### src/rtl/fdpc_pkg.sv
`timescale 1ns / 1ps
// ----------------------------------------------------------------------------
// fdpc_pkg: shared types and constants
// Limits, codes and divider handshake types for the fractional divider
// parameter calculator.
// ----------------------------------------------------------------------------
package fdpc_pkg;

  // Datapath width of the shared divider
  localparam int DIV_W   = 32;
  localparam int CNT_W   = $clog2(DIV_W);

  // Widest allowed reduced denominator
  localparam int DEN_BITS = 20;
  localparam logic [DIV_W-1:0] DEN_MAX = DIV_W'((64'd1 << DEN_BITS) - 64'd1);

  // Request modes
  localparam logic [1:0] CMD_PLL  = 2'd0;
  localparam logic [1:0] CMD_FRAC = 2'd1;
  localparam logic [1:0] CMD_EVEN = 2'd2;

  // Frequency windows in hertz
  localparam logic [DIV_W-1:0] PLL_FMIN = 32'd600000000;
  localparam logic [DIV_W-1:0] PLL_FMAX = 32'd900000000;
  localparam logic [DIV_W-1:0] OUT_FMIN = 32'd666666;
  localparam logic [DIV_W-1:0] OUT_FMAX = 32'd200000000;

  // Integer part limits
  localparam logic [DIV_W-1:0] PLL_AMIN  = 32'd15;
  localparam logic [DIV_W-1:0] PLL_AMAX  = 32'd90;
  localparam logic [DIV_W-1:0] FRAC_AMIN = 32'd4;
  localparam logic [DIV_W-1:0] FRAC_AFR  = 32'd8;
  localparam logic [DIV_W-1:0] FRAC_AMAX = 32'd900;
  localparam logic [DIV_W-1:0] FRAC_AFOUR = 32'd4;
  localparam logic [DIV_W-1:0] FRAC_ASIX  = 32'd6;
  localparam logic [DIV_W-1:0] EVEN_AMIN = 32'd6;
  localparam logic [DIV_W-1:0] EVEN_AMAX = 32'd254;

  // Offset removed from P1
  localparam logic [17:0] P1_OFFSET = 18'd512;

  // Result status codes
  typedef enum logic [2:0] {
    ST_OK      = 3'd0,
    ST_FREQ    = 3'd1,
    ST_ZERO_DEN = 3'd2,
    ST_INT     = 3'd3,
    ST_FRAC    = 3'd4,
    ST_DEN     = 3'd5
  } status_e;

  // Divider status toward the sequencer
  typedef struct packed {
    logic busy;
    logic done;
  } fdpc_div_sts_t;

endpackage

### src/rtl/fdpc_div.sv
`timescale 1ns / 1ps
// ----------------------------------------------------------------------------
// fdpc_div: shared restoring divider
// Radix-2 unsigned divider, one quotient bit per cycle; pulses done with
// quotient and remainder held until the next start. Divisor must be nonzero.
// ----------------------------------------------------------------------------
module fdpc_div (
  input  logic                         clk_i,
  input  logic                         rst_ni,
  input  logic                         start_i,
  input  logic [fdpc_pkg::DIV_W-1:0]   dividend_i,
  input  logic [fdpc_pkg::DIV_W-1:0]   divisor_i,
  output fdpc_pkg::fdpc_div_sts_t      sts_o,
  output logic [fdpc_pkg::DIV_W-1:0]   quotient_o,
  output logic [fdpc_pkg::DIV_W-1:0]   remainder_o
);
  import fdpc_pkg::*;

  logic             busy_q, busy_d;
  logic             done_q, done_d;
  logic [CNT_W-1:0] cnt_q, cnt_d;
  logic [DIV_W-1:0] rem_q, rem_d;
  logic [DIV_W-1:0] quo_q, quo_d;
  logic [DIV_W-1:0] dvs_q;

  logic [DIV_W:0]   shifted;
  logic [DIV_W:0]   diff;
  logic             fits;

  // Trial subtract of the shifted partial remainder
  assign shifted = {rem_q, quo_q[DIV_W-1]};
  assign diff    = shifted - {1'b0, dvs_q};
  assign fits    = (shifted >= {1'b0, dvs_q});

  // Advance one quotient bit per cycle
  always_comb begin
    busy_d = busy_q;
    done_d = 1'b0;
    cnt_d  = cnt_q;
    rem_d  = rem_q;
    quo_d  = quo_q;
    if (start_i) begin
      busy_d = 1'b1;
      cnt_d  = '0;
      rem_d  = '0;
      quo_d  = dividend_i;
    end else if (busy_q) begin
      rem_d = fits ? diff[DIV_W-1:0] : shifted[DIV_W-1:0];
      quo_d = {quo_q[DIV_W-2:0], fits};
      cnt_d = cnt_q + CNT_W'(1);
      if (cnt_q == CNT_W'(DIV_W - 1)) begin
        busy_d = 1'b0;
        done_d = 1'b1;
      end
    end
  end

  // Control state
  always_ff @(posedge clk_i or negedge rst_ni) begin
    if (!rst_ni) begin
      busy_q <= 1'b0;
      done_q <= 1'b0;
      cnt_q  <= '0;
    end else begin
      busy_q <= busy_d;
      done_q <= done_d;
      cnt_q  <= cnt_d;
    end
  end

  // Operand and partial result registers
  always_ff @(posedge clk_i) begin
    rem_q <= rem_d;
    quo_q <= quo_d;
    if (start_i) begin
      dvs_q <= divisor_i;
    end
  end

  assign sts_o.busy  = busy_q;
  assign sts_o.done  = done_q;
  assign quotient_o  = quo_q;
  assign remainder_o = rem_q;

`ifndef SYNTHESIS
  // Remainder stays below the divisor while busy
  a_rem_bound: assert property (@(posedge clk_i) disable iff (!rst_ni)
    busy_q && !start_i |=> rem_q < dvs_q)
    else $error("divider partial remainder out of range");
  // Done follows the last step only
  a_done_end: assert property (@(posedge clk_i) disable iff (!rst_ni)
    done_q |-> !busy_q)
    else $error("divider done while still busy");
  // Never started with a zero divisor
  a_nonzero: assert property (@(posedge clk_i) disable iff (!rst_ni)
    start_i |-> divisor_i != '0)
    else $error("divider started with zero divisor");
`endif

endmodule

### src/rtl/fractional_divider_param_calc.sv
`timescale 1ns / 1ps
// ----------------------------------------------------------------------------
// fractional_divider_param_calc: fractional-N divider parameter calculator
// Reduces a frequency ratio by Euclid's GCD on one shared 32-step divider,
// checks the mode limits and forms the P1, P2 and P3 divider parameters.
// ----------------------------------------------------------------------------
// Sequencing: a request runs up to E + 4 divides, where E is the number of
//   Euclid remainder steps after the first (at most ~46); a frequency or zero
//   denominator reject skips the divider. One request at a time: the input
//   stalls until the result is staged in the output register.
// Reset: asynchronous, clears the sequencer, divider control and out valid.
module fractional_divider_param_calc (
  input  logic        clk_i,
  input  logic        rst_ni,
  input  logic        in_valid_i,
  output logic        in_stall_o,
  input  logic [1:0]  command_i,
  input  logic [31:0] target_freq_i,
  input  logic [31:0] source_freq_i,
  output logic        out_valid_o,
  input  logic        out_stall_i,
  output logic [2:0]  status_o,
  output logic [17:0] param_one_o,
  output logic [19:0] param_two_o,
  output logic [19:0] param_three_o,
  output logic        integer_mode_o,
  output logic        divide_by_four_o
);
  import fdpc_pkg::*;

  typedef enum logic [7:0] {
    S_IDLE  = 8'b0000_0001,
    S_QUOT  = 8'b0000_0010,
    S_GCD   = 8'b0000_0100,
    S_DIVC  = 8'b0000_1000,
    S_DIVB  = 8'b0001_0000,
    S_CHECK = 8'b0010_0000,
    S_FRAC  = 8'b0100_0000,
    S_OUT   = 8'b1000_0000
  } state_e;

  state_e           state_q, state_d;
  logic [1:0]       cmd_q, cmd_d;
  logic [DIV_W-1:0] n_q, n_d;
  logic [DIV_W-1:0] a_q, a_d;
  logic [DIV_W-1:0] b_q, b_d;
  logic [DIV_W-1:0] c_q, c_d;
  logic [DIV_W-1:0] x_q, x_d;
  logic [DIV_W-1:0] y_q, y_d;

  // Staged result
  status_e          r_st_q, r_st_d;
  logic [17:0]      r_p1_q, r_p1_d;
  logic [19:0]      r_p2_q, r_p2_d;
  logic [19:0]      r_p3_q, r_p3_d;
  logic             r_im_q, r_im_d;
  logic             r_d4_q, r_d4_d;

  // Output register
  logic             out_valid_q, out_valid_d;
  status_e          o_st_q;
  logic [17:0]      o_p1_q;
  logic [19:0]      o_p2_q;
  logic [19:0]      o_p3_q;
  logic             o_im_q;
  logic             o_d4_q;

  // Divider hookup
  logic             div_start;
  logic [DIV_W-1:0] div_dvd;
  logic [DIV_W-1:0] div_dvs;
  fdpc_div_sts_t    div_sts;
  logic [DIV_W-1:0] div_quo;
  logic [DIV_W-1:0] div_rem;

  logic             in_beat;
  logic             out_free;
  logic             load_out;
  logic             b_zero;
  logic             im_flag;

  fdpc_div u_div (
    .clk_i       (clk_i),
    .rst_ni      (rst_ni),
    .start_i     (div_start),
    .dividend_i  (div_dvd),
    .divisor_i   (div_dvs),
    .sts_o       (div_sts),
    .quotient_o  (div_quo),
    .remainder_o (div_rem)
  );

  assign in_stall_o = (state_q != S_IDLE);
  assign in_beat    = in_valid_i && !in_stall_o;
  assign out_free   = !out_valid_q || !out_stall_i;
  assign load_out   = (state_q == S_OUT) && out_free;
  assign b_zero     = (b_q == '0);
  assign im_flag    = b_zero && !a_q[0];

  // Sequence the divides and the limit checks
  always_comb begin
    state_d   = state_q;
    cmd_d     = cmd_q;
    n_d       = n_q;
    a_d       = a_q;
    b_d       = b_q;
    c_d       = c_q;
    x_d       = x_q;
    y_d       = y_q;
    r_st_d    = r_st_q;
    r_p1_d    = r_p1_q;
    r_p2_d    = r_p2_q;
    r_p3_d    = r_p3_q;
    r_im_d    = r_im_q;
    r_d4_d    = r_d4_q;
    div_start = 1'b0;
    div_dvd   = '0;
    div_dvs   = '0;

    case (state_q)
      S_IDLE: begin
        if (in_beat) begin
          cmd_d  = command_i;
          r_st_d = ST_OK;
          r_p1_d = '0;
          r_p2_d = '0;
          r_p3_d = '0;
          r_im_d = 1'b0;
          r_d4_d = 1'b0;
          if (command_i == CMD_PLL) begin
            n_d = source_freq_i;
            if (target_freq_i < PLL_FMIN || target_freq_i > PLL_FMAX) begin
              r_st_d  = ST_FREQ;
              state_d = S_OUT;
            end else if (source_freq_i == '0) begin
              r_st_d  = ST_ZERO_DEN;
              state_d = S_OUT;
            end else begin
              div_start = 1'b1;
              div_dvd   = target_freq_i;
              div_dvs   = source_freq_i;
              state_d   = S_QUOT;
            end
          end else if (command_i == CMD_FRAC || command_i == CMD_EVEN) begin
            n_d = target_freq_i;
            if (target_freq_i < OUT_FMIN || target_freq_i > OUT_FMAX) begin
              r_st_d  = ST_FREQ;
              state_d = S_OUT;
            end else begin
              div_start = 1'b1;
              div_dvd   = source_freq_i;
              div_dvs   = target_freq_i;
              state_d   = S_QUOT;
            end
          end else begin
            r_st_d  = ST_FREQ;
            state_d = S_OUT;
          end
        end
      end

      // Integer part and first remainder
      S_QUOT: begin
        if (div_sts.done) begin
          a_d = div_quo;
          b_d = div_rem;
          x_d = n_q;
          y_d = div_rem;
          div_start = 1'b1;
          div_dvd   = n_q;
          if (div_rem == '0) begin
            div_dvs = n_q;
            state_d = S_DIVC;
          end else begin
            div_dvs = div_rem;
            state_d = S_GCD;
          end
        end
      end

      // Euclid steps; x holds the divisor once the remainder hits zero
      S_GCD: begin
        if (div_sts.done) begin
          x_d = y_q;
          div_start = 1'b1;
          if (div_rem == '0) begin
            div_dvd = n_q;
            div_dvs = y_q;
            state_d = S_DIVC;
          end else begin
            y_d     = div_rem;
            div_dvd = y_q;
            div_dvs = div_rem;
          end
        end
      end

      // Reduced denominator, then reduced numerator
      S_DIVC: begin
        if (div_sts.done) begin
          c_d       = div_quo;
          div_start = 1'b1;
          div_dvd   = b_q;
          div_dvs   = x_q;
          state_d   = S_DIVB;
        end
      end

      S_DIVB: begin
        if (div_sts.done) begin
          b_d     = div_quo;
          state_d = S_CHECK;
        end
      end

      // Mode limits
      S_CHECK: begin
        state_d = S_OUT;
        if (cmd_q == CMD_EVEN) begin
          if (a_q < EVEN_AMIN || a_q > EVEN_AMAX || a_q[0]) begin
            r_st_d = ST_INT;
          end else begin
            r_p1_d = a_q[17:0];
            r_im_d = im_flag;
          end
        end else if (cmd_q == CMD_PLL && (a_q < PLL_AMIN || a_q > PLL_AMAX)) begin
          r_st_d = ST_INT;
        end else if (cmd_q == CMD_PLL && a_q == PLL_AMAX && !b_zero) begin
          r_st_d = ST_FRAC;
        end else if (cmd_q == CMD_FRAC && (a_q < FRAC_AMIN || a_q > FRAC_AMAX ||
                     (!b_zero && a_q < FRAC_AFR) ||
                     (b_zero && a_q < FRAC_AFR && a_q != FRAC_AFOUR &&
                      a_q != FRAC_ASIX))) begin
          r_st_d = ST_INT;
        end else if (cmd_q == CMD_FRAC && a_q == FRAC_AMAX && !b_zero) begin
          r_st_d = ST_FRAC;
        end else if (c_q > DEN_MAX) begin
          r_st_d = ST_DEN;
        end else begin
          div_start = 1'b1;
          div_dvd   = {b_q[DIV_W-8:0], 7'b0};
          div_dvs   = c_q;
          state_d   = S_FRAC;
        end
      end

      // P1 from the scaled fraction quotient, P2 is its remainder
      S_FRAC: begin
        if (div_sts.done) begin
          r_p1_d  = {a_q[10:0], 7'b0} + div_quo[17:0] - P1_OFFSET;
          r_p2_d  = div_rem[19:0];
          r_p3_d  = c_q[19:0];
          r_im_d  = im_flag;
          r_d4_d  = (cmd_q == CMD_FRAC) && (a_q == FRAC_AFOUR);
          state_d = S_OUT;
        end
      end

      // Hand the result to the output register
      S_OUT: begin
        if (out_free) begin
          state_d = S_IDLE;
        end
      end

      default: begin
        state_d = S_IDLE;
      end
    endcase
  end

  // Output valid: set on load, drop when taken
  always_comb begin
    out_valid_d = out_valid_q;
    if (load_out) begin
      out_valid_d = 1'b1;
    end else if (!out_stall_i) begin
      out_valid_d = 1'b0;
    end
  end

  // Control state
  always_ff @(posedge clk_i or negedge rst_ni) begin
    if (!rst_ni) begin
      state_q     <= S_IDLE;
      out_valid_q <= 1'b0;
    end else begin
      state_q     <= state_d;
      out_valid_q <= out_valid_d;
    end
  end

  // Working and result registers
  always_ff @(posedge clk_i) begin
    cmd_q  <= cmd_d;
    n_q    <= n_d;
    a_q    <= a_d;
    b_q    <= b_d;
    c_q    <= c_d;
    x_q    <= x_d;
    y_q    <= y_d;
    r_st_q <= r_st_d;
    r_p1_q <= r_p1_d;
    r_p2_q <= r_p2_d;
    r_p3_q <= r_p3_d;
    r_im_q <= r_im_d;
    r_d4_q <= r_d4_d;
    if (load_out) begin
      o_st_q <= r_st_q;
      o_p1_q <= r_p1_q;
      o_p2_q <= r_p2_q;
      o_p3_q <= r_p3_q;
      o_im_q <= r_im_q;
      o_d4_q <= r_d4_q;
    end
  end

  assign out_valid_o      = out_valid_q;
  assign status_o         = o_st_q;
  assign param_one_o      = o_p1_q;
  assign param_two_o      = o_p2_q;
  assign param_three_o    = o_p3_q;
  assign integer_mode_o   = o_im_q;
  assign divide_by_four_o = o_d4_q;

`ifndef SYNTHESIS
  // Divider is only restarted once idle
  a_start_idle: assert property (@(posedge clk_i) disable iff (!rst_ni)
    div_start |-> !div_sts.busy)
    else $error("divider restarted while busy");
  // Divider results land only in a waiting state
  a_done_state: assert property (@(posedge clk_i) disable iff (!rst_ni)
    div_sts.done |-> (state_q == S_QUOT || state_q == S_GCD || state_q == S_DIVC ||
                      state_q == S_DIVB || state_q == S_FRAC))
    else $error("divider result with no consumer");
  // Errors carry all-zero fields
  a_err_zero: assert property (@(posedge clk_i) disable iff (!rst_ni)
    out_valid_o && status_o != ST_OK |-> param_one_o == '0 && param_two_o == '0 &&
      param_three_o == '0 && !integer_mode_o && !divide_by_four_o)
    else $error("error result with nonzero fields");
  // Divide by four implies an even integer ratio
  a_d4_int: assert property (@(posedge clk_i) disable iff (!rst_ni)
    out_valid_o && divide_by_four_o |-> integer_mode_o && param_two_o == '0)
    else $error("divide by four without integer mode");
  // Accepted beat leaves idle
  a_busy_after: assert property (@(posedge clk_i) disable iff (!rst_ni)
    in_beat |=> state_q != S_IDLE)
    else $error("accepted beat did not start work");
`endif

endmodule

### config.mk
export PLATFORM = sky130hd
export DESIGN_NAME = fractional_divider_param_calc
export DESIGN_NICKNAME = d
export VERILOG_FILES = /design/src/rtl/fdpc_pkg.sv /design/src/rtl/fdpc_div.sv /design/src/rtl/fractional_divider_param_calc.sv
export SDC_FILE = /design/constraint.sdc
export NUM_CORES = 1
export LEC_CHECK = 0
export ABC_AREA = 1
export BUFFER_PORTS_ARGS = -buffer_cell sky130_fd_sc_hd__buf_4
export CORE_ASPECT_RATIO = 1.5
export CORE_MARGIN = 5
export CORE_UTILIZATION = 40
export CTS_CLUSTER_DIAMETER = 100
export DETAILED_ROUTE_END_ITERATION = 8
export SYNTH_ARGS = -nofsm -noshare
export SYNTH_HDL_FRONTEND = slang
export SYNTH_SLANG_ARGS = --single-unit
### constraint.sdc
create_clock -name clk_i -period 9.83 [get_ports clk_i]
set_clock_uncertainty 0.15 [all_clocks]
set_input_delay 0.983 -clock clk_i [delete_from_list [all_inputs] [get_ports clk_i]]
set_output_delay 0.983 -clock clk_i [all_outputs]
set_load 0.005 [all_outputs]
==> impl_metrics.toml <==
[die]
die_w_um = 208
rows = 109
io_pins = 135
die_area_um2 = 64100
core_area_um2 = 58800
die_h_um = 307
start_util_pct = 40.1

[worst_setup_path]
timing.rr.start = "u_div.done_q$_DFF_PN0_"
worst_path_most_repeated_cell = "buf_4"
startpoint = "u_div.done_q$_DFF_PN0_"
worstPathRequired_ns = 10.14
worst_setup_path_end_kind = "register"
cp.arrival_ns = 4.67
crit_path_start_kind = "register"
crit_type = "reg -> reg"
cpPeakStageDelay_ns = 0.94
worstPathCellList = "buf_4 > clkinv_1 > buf_4 > nor2_4 > buf_4 > inv_1 > o221ai_1 > a21oi_1 > nand3_1"
r2r_setup_slack_ns = 5.47
cp_slowest_cell = "buf_4"
r2r_end = "u_div.quotient_o[24]$_DFFE_PP_"
ff2ff_path_depth = 9
path_max_fanout = 78

[cells_and_area]
final_cell_area_um2 = 27000
final_cell_mix = "703 x nand2_1, 384 x edfxtp_1, 347 x nor2_1"
syn2layout_area_growth_pct = 14.3
antenna_cells = 0
drive_gt1_share_pct = 9.86
final_common_cell = "nand2_1"
nNetsFinal = 3014

[cts]
postCtsHoldBufs = 0
cts_tree = "done"
insertion_delay_ns = 0.60
clock_sinks = 432
htree_levels = 2
cts_resized = 0
clk_pin_slew_ns = 0.06
numCtsBuffers = 45
root_buffer = "clkbuf_16"
cts_max_path_buffers = 3
postCtsSetupBuffers = 0

[power]
ir_drop_mv = 0.131
leakage_nw = 11.1
cellPowerDensity_nw_per_um2 = 260

[detailed_routing]
dr_total_vias = 20920
top_layer = "met4"
met1_length_mm = 31.5
wl_per_cell_um = 23.6
firstDrtPassIters = 7
route.met3.wl_mm = 6.35
dr_wl_met2_mm = 42.8
viasPerCell = 5.66
postRouteAntennaNets = 0
wirelength_mm = 87.1
drc_errors = 0
drtIter0Drc = 2355

[sta]
maxSlewViolCount = 0
rsz0062_at_grt = "no"
setup_violations = 0
final.min_clock_period_ns = 4.36
fin_crit_sh_pct = 44.3
finalHoldViolCount = 0
worst_pin_slew_ns = 1.21
max_slew_margin_pct = 18.7
max_freq_mhz = 230
final.setup.tns_ns = 0

[grt]
grt.overflow.total = 0
antenna_found_initial = 0
grt_pass1_vias = 20109
grt_max_degree = 97
track_usage_pct = 26.4
grt_pass1_wl_mm = 129

[yosys]
synth_cells = 2789
synth_edf_count = 384
yosysTopAreaCell = "edfxtp_1"
synth_area_per_cell_um2 = 8.46
netlist_top_cells_area = "edfxtp_1 49%, nand2_1 11%, nor2_1 5.6%"
synth-async-reset-ratio_pct = 3.70
synth_cell_types = 55
synth_flop_cell = "edfxtp_1"
yosysWarnings = 0
synth_top_area_share_pct = 48.9
syn-num-nets = 2916
ys_ff_latch = 432
netlist_area_um2 = 23600
seq_area_frac_synth_pct = 53.3

[flow_run]
maxCapViolCount = 0

[min_path]
min_path_type = "in -> async"

[placement]
io_buffers = 134
place_area_um2 = 25400
dp_hpwl_mm = 64.3
place.gp.congestion = 0.951

[status]
outcome = "finished, final reports clean"
==> stage by stage <==
stage	std cells	utilization (%)	worst slack [ns]	power [W]	hold slack, ns
finish	3699	45.9	5.47	0.00703	0.150
global route	3699	45.9	5.29	0.00739	0.135
CTS	3699	45.9	5.65	0.00705	0.115
detailed placement	3617	43.2	5.03	0.00515	0.255
global placement	3617	43.2	5.10	0.00511	0.253
floorplan	2789	-	2.13	0.00419	0.250
==> worst max-delay path, delay by kind of cell (launching register included) <==
kind	cells	cell delay, ns
and+or+nand+nor	2	0.66
buffers and inverters	5	2.55
AOI/OAI and AO/OA	2	0.43
DFF	1	0.33
==> cells by family (layout without fill, tap and decap cells) <==
| kind of cell | after synthesis | count (layout) | synth area share (%) |
|---|---|---|---|
| AOI/OAI and AO/OA | 480 | 480 | 11.4 |
| buffers and inverters | 447 | 580 | 7.51 |
| xor gates and xnor gates | 20 | 20 | 0.742 |
| DFF | 432 | 432 | 53.3 |
| muxes | 2 | 2 | 0.0954 |
| and+or+nand+nor | 1351 | 1351 | 23.9 |
| adders and majority gates | 57 | 57 | 3.09 |
==> cells in the mapped netlist, types with 8 or more instances <==
cell type / n
edfxtp_1: 384
dfxtp_1: 32
xnor2_1: 14
a21oi_1: 144
inv_1: 315
nor3_1: 19
o211ai_1: 51
clkbuf_1: 68
nor2_1: 351
nand2_1: 704
o22ai_1: 27
buf_4: 8
o21ai_0: 208
buf_2: 27
dfrtp_1: 15
ha_1: 55
o21bai_1: 10
nand4_1: 50
nor4_1: 14
nand3_1: 188
inv_2: 15
==> area by class of cell <==
type	count	area, um2
timing repair buffer	162	1220
clock inverter	29	423
clock buffer	53	1200
fill	5680	31800
multi-input combinational	1910	9340
sequential	432	12600
tap	777	972
inverter	336	1260
==> worst max-delay path by stage <==
stage	endpoint	slack [ns]	cells past startpoint
floorplan	u_div.quotient_o[0]$_DFFE_PP_	2.13	10
global placement	u_div.dvs_q[6]$_DFFE_PN_	5.10	11
detailed placement	u_div.dvs_q[4]$_DFFE_PN_	5.03	10
CTS	u_div.dvs_q[26]$_DFFE_PN_	5.65	10
global route	u_div.dvs_q[26]$_DFFE_PN_	5.29	10
finish	u_div.quotient_o[24]$_DFFE_PP_	5.47	9
==> layer usage <==
layer  track usage [%]  vias to the layer above
met5                 0                        -
met4              15.4                        0
met3              3.59                      282
met2              46.0                     1179
met1              31.2                     9853
li1                  -                     9606
==> report_power, final <==
part	total, W	switching (W)	internal, W	leakage (nW)
registers	0.00295	0.000371	0.00257	4.02
logic	0.00218	0.00148	0.000698	6.27
clock network	0.00190	0.000759	0.00114	0.785
total	0.00703	0.00261	0.00441	11.1
==> flip-flops by register name, summed over array words and instances (netlist names), 2 cells and up <==
register / cells
b_q: 32
cmd_q: 2
u_div.quotient_o: 32
r_p2_q: 20
param_two_o: 20
r_st_q: 3
y_q: 32
x_q: 32
r_p3_q: 20
u_div.dvs_q: 32
a_q: 32
param_three_o: 20
param_one_o: 18
state_q: 8
status_o: 3
u_div.cnt_q: 5
n_q: 32
u_div.remainder_o: 32
c_q: 32
r_p1_q: 18
(Power assumes the default switching activity.)
